--- src/rtl/core/statistical_mode_finder_core_defines.svh ---
// Assertion macros used by the mode finder top level.
`ifndef STATISTICAL_MODE_FINDER_CORE_DEFINES_SVH
`define STATISTICAL_MODE_FINDER_CORE_DEFINES_SVH

`ifndef SYNTHESIS
// Check a property on every rising clock edge outside reset.
`define SMF_ASSERT(lbl, clk, rst, prop, msg) \
  lbl: assert property (@(posedge clk) disable iff (rst) prop) else $error(msg);
// Check that a condition never holds outside reset.
`define SMF_NEVER(lbl, clk, rst, cond, msg) \
  lbl: assert property (@(posedge clk) disable iff (rst) !(cond)) else $error(msg);
`else
`define SMF_ASSERT(lbl, clk, rst, prop, msg)
`define SMF_NEVER(lbl, clk, rst, cond, msg)
`endif

`endif

--- src/rtl/core/smf_pkg.sv ---
// Types and constants of the statistical mode finder.
`default_nettype none

package smf_pkg;

  // Depth of the queue between front and back; a power of two.
  localparam int SMF_QUEUE_DEPTH = 2;

  typedef struct packed {
    logic [15:0] sample_value;
    logic        last_item;
  } smf_item_t;

  typedef struct packed {
    logic        mode_found;
    logic [15:0] mode_value;
    logic        overflow;
  } smf_result_t;

  // One classified item on its way from front to back.
  typedef struct packed {
    smf_item_t item;
    logic      keep;
  } smf_entry_t;

endpackage

`default_nettype wire

--- src/rtl/core/smf_queue.sv ---
// Short FIFO that decouples the front end from the evaluation back end.
`default_nettype none

module smf_queue
  import smf_pkg::*;
(
  input  wire logic        clk,
  input  wire logic        rst,
  input  wire logic        push,
  input  wire smf_entry_t  push_data,
  input  wire logic        pop,
  output smf_entry_t       head,
  output logic             full,
  output logic             empty
);

  localparam int PW  = (SMF_QUEUE_DEPTH > 1) ? $clog2(SMF_QUEUE_DEPTH) : 1;
  localparam int CNW = $clog2(SMF_QUEUE_DEPTH + 1);

  smf_entry_t     slots [SMF_QUEUE_DEPTH];
  logic [PW-1:0]  wr_ptr;
  logic [PW-1:0]  rd_ptr;
  logic [CNW-1:0] count;

  assign head  = slots[rd_ptr];
  assign full  = (count == CNW'(SMF_QUEUE_DEPTH));
  assign empty = (count == '0);

  // Advance pointers and occupancy on each transfer.
  always_ff @(posedge clk) begin
    if (rst) begin
      wr_ptr <= '0;
      rd_ptr <= '0;
      count  <= '0;
    end else begin
      if (push) begin
        wr_ptr <= wr_ptr + PW'(1);
      end
      if (pop) begin
        rd_ptr <= rd_ptr + PW'(1);
      end
      if (push && !pop) begin
        count <= count + CNW'(1);
      end else if (pop && !push) begin
        count <= count - CNW'(1);
      end
    end
  end

  // Hold payload in the slot under the write pointer.
  always_ff @(posedge clk) begin
    if (push) begin
      slots[wr_ptr] <= push_data;
    end
  end

endmodule

`default_nettype wire

--- config.mk ---
export PLATFORM = sky130hd
export DESIGN_NAME = smf_queue
export DESIGN_NICKNAME = d
export VERILOG_FILES = /design/src/rtl/core/statistical_mode_finder_core_defines.svh /design/src/rtl/core/smf_pkg.sv /design/src/rtl/core/smf_queue.sv
export SDC_FILE = /design/constraint.sdc
export NUM_CORES = 1
export LEC_CHECK = 0
export BUFFER_PORTS_ARGS = -buffer_cell sky130_fd_sc_hd__clkbuf_2
export CORE_ASPECT_RATIO = 1.5
export CORE_MARGIN = 2
export CORE_UTILIZATION = 45
export CTS_BUF_LIST = sky130_fd_sc_hd__clkbuf_4
export DETAILED_ROUTE_END_ITERATION = 10
export PLACE_DENSITY = 0.7
export SKIP_CTS_REPAIR_TIMING = 1
export SLEW_MARGIN = 20
export SYNTH_ARGS = -nofsm -noshare
export SYNTH_HDL_FRONTEND = slang
export SYNTH_SLANG_ARGS = --single-unit
--- constraint.sdc ---
create_clock -name clk -period 1.4 [get_ports clk]
set_input_delay 0.28 -clock clk [delete_from_list [all_inputs] [get_ports clk]]
set_output_delay 0.28 -clock clk [all_outputs]
set_load 0.01 [all_outputs]
==> results.yml <==
logic_synthesis:
  yosys-top-cells-count: "36 x edfxtp_1, 18 x mux2_2, 5 x dfxtp_1, 5 x nor2_1"
  syn_inst: 78
  synth_cell_types: 16
  synth_nets: 101
  synth_top_area_cell: "edfxtp_1"
  syn_area_um2: 1500
  async_flop_share: 0
  synth_area_per_cell_um2: 19.3
  yosysMostFrequentCell: "edfxtp_1"
  ys_ff_latch: 41
  synthFlopType: "edfxtp_1"
  yosysWarnings: 0
  synth-edff-count: 36
  synth_area_leaders: "edfxtp_1 72%, mux2_2 13%, dfxtp_1 6.7%, nor2_1 1.2%, xnor2_1 1.2%"
  synth_top_area_share: 0.719
  seq_area_frac_synth: 0.785
setup_path:
  worstSetupPathType: "reg2out"
  r2r_slack_ns: 0.36
  worst_setup_path_start_kind: "flop"
  endpoint_kind: "output pin"
  cp_max_fo: 8
  arrival_ns: 1.32
  required_ns: 1.12
finish:
  diodes: 0
  fillers: 228
  layout.nets: 152
  utilization: 0.660
  layout-drive-gt1-share: 0.585
  synthToLayoutAreaGrowth_pct: 38.6
die:
  start_util: 0.476
  die_height_um: 74.8
  design.die.area_um2: 3830
  fp.dieW_um: 51.2
  coreArea_um2: 3160
  placement_rows: 25
  ios: 42
route:
  vias: 831
  wl_per_cell_um: 14.7
  routed_via_density: 4.89
  ant_nets: 0
  drtIter0Drc: 7
  drt_pass1_iterations: 2
  drt-total-wl_mm: 2.50
  drc: 0
sta:
  finalHoldViolations: 0
  drv_slew: 0
  fin_crit_ns: 1.60
  tightest_slew_ns: 0.173
  skew_ns: 0.00452
  worst_slack_ns: -0.204
  rsz0062_at_grt: "yes"
  final-setup-viol-count: 18
  tns_ns: -3.47
  max_freq_ghz: 0.623
  relSlewSlack: 0.884
  min_period_over_period: 1.15
outcome:
  violations: "setup timing"
  outcome: "finished, violations left"
placement:
  pre_cts_slack_ns: 0.0854
  place_congestion: 0.628
  port_buffers: 41
  hpwl_mm: 1.69
global_route:
  antenna_found_initial: 0
  grt_max_degree: 19
  grt_pass1_wl_mm: 3.52
  grt_usage: 0.134
  grt_pass1_vias: 801
  grt.overflow.total: 0
worst_hold_path:
  hp-class: "in2reg"
pwr:
  peakVddDrop_mv: 0.727
  p_leak_nw: 0.852
  power.density_nw_per_um2: 1190
clock_network:
  cts_sinks: 41
  htreeDepth: 2
  cts_root_buffer: "clkbuf_4"
  path_clk_slew_ns: 0.11
  tritoncts: "yes"
  clock_latency_ns: 0.34
  numCtsBuffers: 5
  clockBufferDepth: 2
flow_run:
  maxCapViolations: 0
==> state kept, by name, indices dropped and copies added, names as in the netlist, named ones only <==
name and count:
slots 36, count 2, rd_ptr 1, wr_ptr 1
==> per-stage QoR <==
step / total power [W] / instance area (um2) / hold slack [ns] / instances
floorplan: 0.00166 / 1510 / 0.349 / 78
global placement: 0.00180 / 1800 / 0.470 / 161
detailed placement: 0.00181 / 1800 / 0.475 / 161
CTS: 0.00237 / 1860 / 0.105 / 169
global route: 0.00260 / 2080 / 0.0986 / 170
finish: 0.00249 / 2080 / 0.120 / 170
==> logic make-up after synthesis <==
group                    Yosys count  share of synthesized area
multiplexers                      18                      0.135
AO/OA/AOI/OAI                      2                    0.00665
buffers and inverters              3                     0.0108
XOR/XNOR                           4                     0.0233
AND/OR/NAND/NOR                    9                     0.0308
adder cells (fa/ha/maj)            1                    0.00832
flip-flops                        41                      0.785
==> routing by layer <==
layer,GRT usage,up-vias,part of all wire
met5,0,-,0
met3,0.0516,5,0.067
met4,0.0721,0,0.019
met2,0.241,30,0.55
li1,-,399,-
met1,0.131,397,0.36
==> cell type report <==
| class | count | area, um2 | area share |
|---|---|---|---|
| Timing Repair Buffer | 46 | 413 | 0.198 |
| Clock buffer | 6 | 45.0 | 0.0216 |
| Inverter | 1 | 3.75 | 0.00180 |
| Tap cell | 40 | 50.0 | 0.0240 |
| Multi-Input combinational cell | 34 | 377 | 0.181 |
| Clock inverter | 2 | 10.0 | 0.00480 |
| Sequential cell | 41 | 1190 | 0.569 |
==> cells in the final DEF, fill, tap and decap left out <==
cell type | Yosys | layout
edfxtp_1 | 36 | 36
clkbuf_2 | 0 | 23
mux2_4 | 0 | 18
buf_6 | 0 | 18
clkbuf_4 | 0 | 6
nor2_1 | 5 | 5
dfxtp_1 | 5 | 3
xor2_1 | 2 | 2
xnor2_1 | 2 | 2
clkinv_2 | 0 | 2
buf_12 | 0 | 2
buf_8 | 0 | 2
inv_1 | 1 | 1
and2b_2 | 1 | 1
and2_1 | 1 | 1
nor2b_2 | 0 | 1
o21ai_0 | 1 | 1
or3_1 | 1 | 1
a21oi_1 | 1 | 1
ha_1 | 1 | 1
dfxtp_4 | 0 | 1
clkbuf_16 | 0 | 1
dfxtp_2 | 0 | 1
==> final timing paths <==
path | depth (start not counted) | end | start
worst max-delay path | 3 | head[9] | flop
worst min-delay path | 1 | slots[0][2] | push_data[2]
worst max register to register | 2 | slots[1][6] | wr_ptr
worst min register to register | 2 | count[1] | count[1]
==> critical path, stage by stage, from the launching register on <==
cell and delay [ns]:
dfxtp_4 0.40, buf_8 0.15, mux2_4 0.31, buf_6 0.12
==> power by group <==
part | total (W) | switching [W] | leakage, nW | internal, W
logic | 0.000474 | 0.000185 | 0.437 | 0.000289
clock network | 0.000562 | 0.000351 | 0.0354 | 0.000211
registers | 0.00145 | 0.0000354 | 0.380 | 0.00142
Note: power is estimated with default switching activity, not from simulation.
