==> src/rtl/core/statistical_mode_finder_core_defines.svh <==
// Assertion macros used by the mode finder top level.
`ifndef STATISTICAL_MODE_FINDER_CORE_DEFINES_SVH
`define STATISTICAL_MODE_FINDER_CORE_DEFINES_SVH

`ifndef SYNTHESIS
// Check a property on every rising clock edge outside reset.
`define SMF_ASSERT(lbl, clk, rst, prop, msg) \
  lbl: assert property (@(posedge clk) disable iff (rst) prop) else $error(msg);
// Check that a condition never holds outside reset.
`define SMF_NEVER(lbl, clk, rst, cond, msg) \
  lbl: assert property (@(posedge clk) disable iff (rst) !(cond)) else $error(msg);
`else
`define SMF_ASSERT(lbl, clk, rst, prop, msg)
`define SMF_NEVER(lbl, clk, rst, cond, msg)
`endif

`endif

==> src/rtl/core/smf_pkg.sv <==
// Types and constants of the statistical mode finder.
`default_nettype none

package smf_pkg;

  // Depth of the queue between front and back; a power of two.
  localparam int SMF_QUEUE_DEPTH = 2;

  typedef struct packed {
    logic [15:0] sample_value;
    logic        last_item;
  } smf_item_t;

  typedef struct packed {
    logic        mode_found;
    logic [15:0] mode_value;
    logic        overflow;
  } smf_result_t;

  // One classified item on its way from front to back.
  typedef struct packed {
    smf_item_t item;
    logic      keep;
  } smf_entry_t;

endpackage

`default_nettype wire

==> src/rtl/core/smf_front.sv <==
// Front end: accepts items and marks each one as stored or dropped.
`default_nettype none

module smf_front
  import smf_pkg::*;
#(
  parameter int MAX_ITEMS = 256
) (
  input  wire logic       clk,
  input  wire logic       rst,
  input  wire logic       start,
  input  wire smf_item_t  item,
  input  wire logic       full,
  output logic            busy,
  output logic            push,
  output smf_entry_t      entry
);

  localparam int CW = $clog2(MAX_ITEMS + 1);

  logic [CW-1:0] count;

  // Stall the source while the queue has no room.
  assign busy = full;
  assign push = start && !busy;

  // Keep the item while the set still has room in the store.
  always_comb begin
    entry.item = item;
    entry.keep = (count != CW'(MAX_ITEMS));
  end

  // Track how many items of the current set were kept for the store.
  always_ff @(posedge clk) begin
    if (rst) begin
      count <= '0;
    end else if (push) begin
      if (item.last_item) begin
        count <= '0;
      end else if (entry.keep) begin
        count <= count + CW'(1);
      end
    end
  end

endmodule

`default_nettype wire

==> config.mk <==
export PLATFORM = sky130hd
export DESIGN_NAME = smf_front
export DESIGN_NICKNAME = d
export VERILOG_FILES = /design/src/rtl/core/statistical_mode_finder_core_defines.svh /design/src/rtl/core/smf_pkg.sv /design/src/rtl/core/smf_front.sv
export SDC_FILE = /design/constraint.sdc
export NUM_CORES = 1
export LEC_CHECK = 0
export ABC_CLOCK_PERIOD_IN_PS = 3000
export BUFFER_PORTS_ARGS = -buffer_cell sky130_fd_sc_hd__clkbuf_2
export CAP_MARGIN = 10
export CORE_MARGIN = 2
export CORE_UTILIZATION = 45
export CTS_CLUSTER_DIAMETER = 200
export DETAILED_ROUTE_END_ITERATION = 8
export PLACE_DENSITY_LB_ADDON = 0.25
export SLEW_MARGIN = 20
export SYNTH_ARGS = -nofsm -noshare
export SYNTH_HDL_FRONTEND = slang
export SYNTH_SLANG_ARGS = --single-unit
==> constraint.sdc <==
create_clock -name clk -period 3 [get_ports clk]
set_clock_uncertainty 0.15 [all_clocks]
set_input_delay 0.3 -clock clk [delete_from_list [all_inputs] [get_ports clk]]
set_output_delay 0.3 -clock clk [all_outputs]
set_load 0.05 [all_outputs]
==> results of run 1 <==
==> stage by stage <==
step	util [%]	setup slack, ps	area, um^2	total power, mW
CTS	42.6	582	627	0.249
detailed placement	40.8	880	601	0.151
global placement	40.8	969	601	0.151
finish	42.6	558	627	0.247
global route	42.6	357	627	0.256
floorplan	-	970	687	0.204
==> worst max-delay path, stage by stage (launching register included) <==
cell and delay (ps):
sky130_fd_sc_hd__dfxtp_1 360, sky130_fd_sc_hd__inv_1 70, sky130_fd_sc_hd__ha_1 130, sky130_fd_sc_hd__nor4bb_1 790
sky130_fd_sc_hd__nand2_1 100, sky130_fd_sc_hd__clkbuf_2 270
==> layout make-up <==
type | count | area share, %
Clock buffer | 4 | 4.19
Inverter | 3 | 1.80
Multi-Input combinational cell | 51 | 54.5
Sequential cell | 9 | 28.7
Tap cell | 16 | 3.19
Timing Repair Buffer | 9 | 7.58
==> cell families after synthesis <==
kind of cell	count (synthesis)
compound gates	21
fa+ha+maj	2
buf+inv	24
flops	9
simple gates	28
==> cells in the mapped netlist, types with 2 or more instances <==
library cell,n
sky130_fd_sc_hd__o311ai_0,2
sky130_fd_sc_hd__nand3_1,3
sky130_fd_sc_hd__a31oi_1,5
sky130_fd_sc_hd__buf_4,18
sky130_fd_sc_hd__inv_1,3
sky130_fd_sc_hd__a21oi_1,5
sky130_fd_sc_hd__o21ai_0,5
sky130_fd_sc_hd__and2b_1,2
sky130_fd_sc_hd__nand2_1,7
sky130_fd_sc_hd__or4_1,4
sky130_fd_sc_hd__ha_1,2
sky130_fd_sc_hd__dfxtp_1,9
==> routing by layer <==
| metal | vias to the layer above | wire (um) | GRT usage, % |
|---|---|---|---|
| met5 | - | 0 | 0 |
| li1 | 283 | - | - |
| met2 | 15 | 553 | 22.7 |
| met1 | 262 | 651 | 20.4 |
| met4 | 0 | 37 | 10.3 |
| met3 | 4 | 77 | 3.83 |
==> worst min path at each step <==
stage               slack (ps)  startpoint  cells after the start       end
floorplan                  310    count[8]                      2  count[8]
global placement           340    count[8]                      2  count[8]
detailed placement         340    count[8]                      2  count[8]
CTS                        180         rst                      2  count[4]
global route               210         rst                      2  count[3]
finish                     180         rst                      2  count[5]
==> power groups by stage <==
stage	combinational (mW)	sequential, mW	clock (mW)
floorplan	0.0799	0.124	0
global placement	0.0267	0.124	0
detailed placement	0.0270	0.124	0
CTS	0.0270	0.121	0.101
global route	0.0294	0.121	0.105
finish	0.0271	0.121	0.0990
==> metrics.md, run 1 <==
| Metric | Value |
|---|---|
| Number of warning messages in the yosys log | `0` |
| Worst hold margin | `183 ps` |
| Maximum root-to-sink buffer count | `2` |
| Setup crit end | `entry[0]` |
| Number of nets in the final layout | `100` |
| Number of hold-slack violations in the final timing report | `0` |
| Max Freq | `between 0.4 and 0.5 GHz` |
| Largest register by flop count | `count` |
| Path depth of the worst reg2reg path | `5` |
| Top Registers | `count x9` |
| Clock tree from TritonCTS | `built` |
| Share of the clock period used by the worst path | `between 80% and 90%` |
| Pwr/cell area | `395 nW/um^2` |
| Worst-Margin Slew | `918 ps` |
| Worst Setup Start Kind | `register` |
| Leading cell type in the layout, fill and taps excluded | `sky130_fd_sc_hd__dfxtp_1` |
| Commonest cells after routing, fill and taps aside | `sky130_fd_sc_hd__dfxtp_1 (9), sky130_fd_sc_hd__clkbuf_2 (8), sky130_fd_sc_hd__nand2_1 (7)` |
| Max reg flops | `9` |
| Standard cell core area | `~1500 um^2` |
| Max_slew headroom | `a little under two fifths` |
| Width of the die | `roughly 43 um` |
| Boundary Pins | `41` |
| Proportion of power drawn by the clock network | `between 40% and 50%` |
| Sw power | `0.0676 mW` |
| Endpoints failing setup | `0` |
| Fraction of synthesized cell area in xor and xnor cells | `0%` |
| Final WL | `between 1000 and 1500 um` |
| Post-Syn Area | `between 600 and 700 um^2` |
| Average wire per standard cell | `between 10 and 15 um` |
| Total area of multi-input combinational cells | `342 um^2` |
| Dominant cell type by area after synthesis | `sky130_fd_sc_hd__dfxtp_1` |
| Top flip-flop cell by instance count after synthesis | `sky130_fd_sc_hd__dfxtp_1` |
| Clk_lat worst skew | `roughly 270 ps` |
| Detailed Place HPWL | `between 900 and 1000 um` |
| Largest net degree at the start of global routing | `12` |
| Switching part of the total | `between 20% and 30%` |
| TritonCTS Buffers | `3` |
| First-pass GRT wire length | `2190 um` |
| Post-CTS Setup Inserts | `0` |
| Area share of fa/ha/maj cells after synthesis | `3.64%` |
| Max Cap Viol | `0` |
| Floorplan die height | `around 43 um` |
| Async set or reset register ratio after synthesis | `0%` |
| RSZ-0062 raised after global routing | `false` |
| Number of DRC violations after detailed routing | `0` |
| Result of the run | `finished, final reports clean` |
| Critical path data required time | `about 2600 ps` |
| Final GP Congestion | `around 0.73` |
| Area overhead of the layout relative to synthesis | `-8.74%` |
| R2R setup slack | `between 900 and 1000 ps` |
| DR iter-0 viols | `12` |
| Count of clock tree sinks | `9` |
| Count of state elements after synthesis | `9` |
| Critical path endpoint category | `output port` |
| Cell Int Power | `around 0.18 mW` |
| Drt pass-1 iters | `4` |
| Largest family of logic cells by synthesized area | `simple AND/OR/NAND/NOR gates` |
| Simple logic cell fraction of the synthesized area | `26.2%` |
| Via-per-instance ratio | `6.13` |
| Post-synthesis mux area share | `0%` |
| Start of the worst register-to-register path | `count[0]` |
| Sequential fraction of the synthesis area | `a little over a quarter` |
| Capture instance of the worst register-to-register path | `count[1]` |
| Share of Yosys cell area claimed by the top area cell type | `around a quarter` |
| Share of total power in sequential cells | `around half` |
| Category of the critical setup timing path | `reg2out` |
| Instance count after placement with tap cells included | `roughly 90` |
| Area used by sequential logic in the layout | `180 um^2` |
| Antenna Nets Post-Route | `0` |
| Worst-path clk slew | `~60 ps` |
| Reported leakage power | `0.211 nW` |
| Num rows | `14` |
| Peak supply drop | `0.205 mV` |
| Number of inserted filler cells in the final layout | `around 180` |
| Antenna violations before repair | `0` |
| Buffers on Ports | `8` |
| Final instance count without filler cells | `92` |
| Post-cts gate resize count | `0` |
| All-Layer GR Usage | `15.7%` |
| Final critical delay including setup and external delays | `around 2400 ps` |
| Beginning of the critical path | `count[0]` |
| Layout cells sized above 1 | `21.1%` |
| Via count of the first global-routing pass | `between 400 and 500` |
| Net count of the mapped netlist | `between 100 and 150` |
| Count of flip-flops with a built-in enable after synthesis | `0` |
| CTS H-Tree Depth | `1` |
| Count of cell types in the netlist | `31` |
| Cell count after synthesis | `84` |
| Post-CTS Hold Buffers | `0` |
| Vias after detailed routing | `564` |
| Max-slew violation count | `0` |
| Data arrival, critical path | `between 1500 and 2000 ps` |
| Root Driver | `sky130_fd_sc_hd__clkbuf_4` |
| Ranking of synthesized cells by area | `sky130_fd_sc_hd__dfxtp_1 (26%), sky130_fd_sc_hd__buf_4 (20%), sky130_fd_sc_hd__a31oi_1 (4.6%)` |
| Final antenna diode count | `0` |
| Final setup TNS | `0 ps` |
| Aggregate global routing overflow | `0` |
| Avg Synthesized Cell Area | `roughly 8.2 um^2` |
| Compound-Gate Fraction of Synth Area | `roughly 20%` |
| Die area | `1860 um^2` |
| Critical-path maximum fanout | `7` |
| Initial core utilization | `between 40 and 50%` |
| Part of the total power dissipated in combinational logic | `10.9%` |
| Hold Path Class | `in2reg` |
Power figures use the tool's default switching activity.
==> run 2, diff against run 1 <==
--- a/config.mk
+++ b/config.mk
@@ -5,11 +5,11 @@
 export SDC_FILE = /design/constraint.sdc
 export NUM_CORES = 1
 export LEC_CHECK = 0
-export ABC_CLOCK_PERIOD_IN_PS = 3000
+export ABC_CLOCK_PERIOD_IN_PS = 2550
 export BUFFER_PORTS_ARGS = -buffer_cell sky130_fd_sc_hd__clkbuf_2
 export CAP_MARGIN = 10
 export CORE_MARGIN = 2
-export CORE_UTILIZATION = 45
+export CORE_UTILIZATION = 42
 export CTS_CLUSTER_DIAMETER = 200
 export DETAILED_ROUTE_END_ITERATION = 8
 export PLACE_DENSITY_LB_ADDON = 0.25
==> constraint.sdc (replaced) <==
create_clock -name clk -period 2.55 [get_ports clk]
set_clock_uncertainty 0.15 [all_clocks]
set_input_delay 0.255 -clock clk [delete_from_list [all_inputs] [get_ports clk]]
set_output_delay 0.255 -clock clk [all_outputs]
set_load 0.05 [all_outputs]
==> metrics.md, run 2 (synthesis results as in run 1) <==
| Metric | Value |
|---|---|
| Result of the run | `finished, final reports clean` |
| Final critical delay including setup and external delays | `1990 ps` |
| Commonest cells after routing, fill and taps aside | `sky130_fd_sc_hd__dfxtp_1 (9), sky130_fd_sc_hd__clkbuf_2 (8), sky130_fd_sc_hd__nand2_1 (7)` |
| Largest net degree at the start of global routing | `12` |
| CTS H-Tree Depth | `1` |
| All-Layer GR Usage | `between 15 and 20%` |
| DR iter-0 viols | `7` |
| Hold Path Class | `in2reg` |
| Share of the clock period used by the worst path | `between 70% and 80%` |
| Post-CTS Setup Inserts | `0` |
| Detailed Place HPWL | `~900 um` |
| Average wire per standard cell | `about 14 um` |
| Final critical-path setup slack | `between 500 and 600 ps` |
| R2R setup slack | `about 830 ps` |
| Floorplan die height | `around 44 um` |
| Beginning of the critical path | `count[0]` |
| CP Buf/Inv Count | `3` |
| Clk_lat worst skew | `about 260 ps` |
| Die area | `just under 2000 um^2` |
| Final WL | `1260 um` |
| Final GP Congestion | `~0.80` |
| Critical path data required time | `between 2000 and 2500 ps` |
| Drt pass-1 iters | `4` |
| Post-CTS Hold Buffers | `0` |
| Initial core utilization | `~45%` |
| Maximum root-to-sink buffer count | `2` |
| Largest register by flop count | `count` |
| Dpl cell area | `608 um^2` |
| Peak supply drop | `between 0.2 and 0.25 mV` |
| Critical path cell sequence | `inv_1, ha_1, nor4bb_1, buf_4, nand2_1, clkbuf_2` |
| Pwr/cell area | `around 450 nW/um^2` |
| Final total power | `~0.28 mW` |
| Destination of the worst hold path | `count[5]` |
| Standard cell core area | `1520 um^2` |
| Buffers on Ports | `8` |
| Path depth of the worst reg2reg path | `4` |
| Area overhead of the layout relative to synthesis | `-7.65%` |
| Capture instance of the worst register-to-register path | `count[2]` |
| Endpoints failing setup | `0` |
| Category of the critical setup timing path | `reg2out` |
| Reported leakage power | `between 0.2 and 0.25 nW` |
| Max reg flops | `9` |
| Via count of the first global-routing pass | `roughly 480` |
| Post-cts gate resize count | `0` |
| Final setup TNS | `0 ps` |
| Number of DRC violations after detailed routing | `0` |
| Count of clock tree sinks | `9` |
| Worst hold margin | `~140 ps` |
| Cell with the largest stage delay on the worst path | `sky130_fd_sc_hd__dfxtp_1` |
| Final antenna diode count | `0` |
| First-pass GRT wire length | `between 2000 and 2500 um` |
| Max-slew violation count | `0` |
| Clock tree from TritonCTS | `built` |
| Antenna violations before repair | `0` |
| Final Instance Area | `about 630 um^2` |
| Startpoint of the lowest-slack hold path | `rst` |
| Start of the worst register-to-register path | `count[0]` |
| Worst-path clk slew | `roughly 60 ps` |
| Critical path endpoint category | `output port` |
| Vias after detailed routing | `520` |
| Aggregate global routing overflow | `0` |
| Via-per-instance ratio | `5.59` |
| Delay contributed by the slowest stage of the critical path | `roughly 360 ps` |
| Layout cells sized above 1 | `22.1%` |
| Number of nets in the final layout | `101` |
| Data arrival, critical path | `around 1600 ps` |
| Worst-Margin Slew | `~360 ps` |
| Max_slew headroom | `between 70% and 80%` |
| Root Driver | `sky130_fd_sc_hd__clkbuf_4` |
| Leading cell type in the layout, fill and taps excluded | `sky130_fd_sc_hd__dfxtp_1` |
| Width of the die | `about 44 um` |
| TritonCTS Buffers | `3` |
| Worst slack after detailed placement | `763 ps` |
| Max Cap Viol | `0` |
| Top Registers | `count x9` |
| Max Freq | `about 0.50 GHz` |
| Boundary Pins | `between 40 and 50` |
| Hold path cells | `2` |
| Critical-path maximum fanout | `7` |
| Number of hold-slack violations in the final timing report | `0` |
| Worst Setup Start Kind | `register` |
| Antenna Nets Post-Route | `0` |
| Num rows | `14` |
| RSZ-0062 raised after global routing | `false` |
| Cell type group with the largest total delay on the critical path | `buffers and inverters` |
## run 2: worst max-delay path by stage
stage	cells past startpoint	slack, ps	endpoint
final	6	560	entry[0]
after global routing	6	410	entry[0]
after CTS	6	550	entry[0]
after detailed placement	4	760	count[7]
after global placement	4	800	count[8]
after floorplan	4	570	entry[0]
## run 2: metal layers
metal	wire length [um]	part of all wire, %	global-route usage [%]	vias up
li1	-	-	-	280
met1	629	50	20.6	221
met2	528	42	19.7	17
met3	92	7.3	9.39	2
met4	13	1.0	9.09	0
met5	0	0	0	-
## run 2: cell type report
| cell class | instances | area (um^2) |
|---|---|---|
| Clock buffer | 4 | 26.3 |
| Tap cell | 16 | 20.0 |
| Timing Repair Buffer | 10 | 55.1 |
| Multi-Input combinational cell | 51 | 342 |
| Fill cell | 162 | 890 |
| Sequential cell | 9 | 180 |
| Inverter | 3 | 11.3 |
## run 2: per-stage QoR
| step | utilization, % | cells |
|---|---|---|
| 2_1_floorplan | - | 84 |
| 3_3_place_gp | 39.9 | 89 |
| 3_5_place_dp | 39.9 | 89 |
| 4_1_cts | 41.6 | 93 |
| 5_1_grt | 41.6 | 93 |
| 6_report | 41.6 | 93 |
## run 2: power breakdown
group / internal, mW / switching (mW) / leakage, nW
clock network: 0.0603 / 0.0490 / 0.0150
logic: 0.00966 / 0.0215 / 0.128
registers: 0.142 / 0.00150 / 0.0726
total: 0.211 / 0.0720 / 0.216
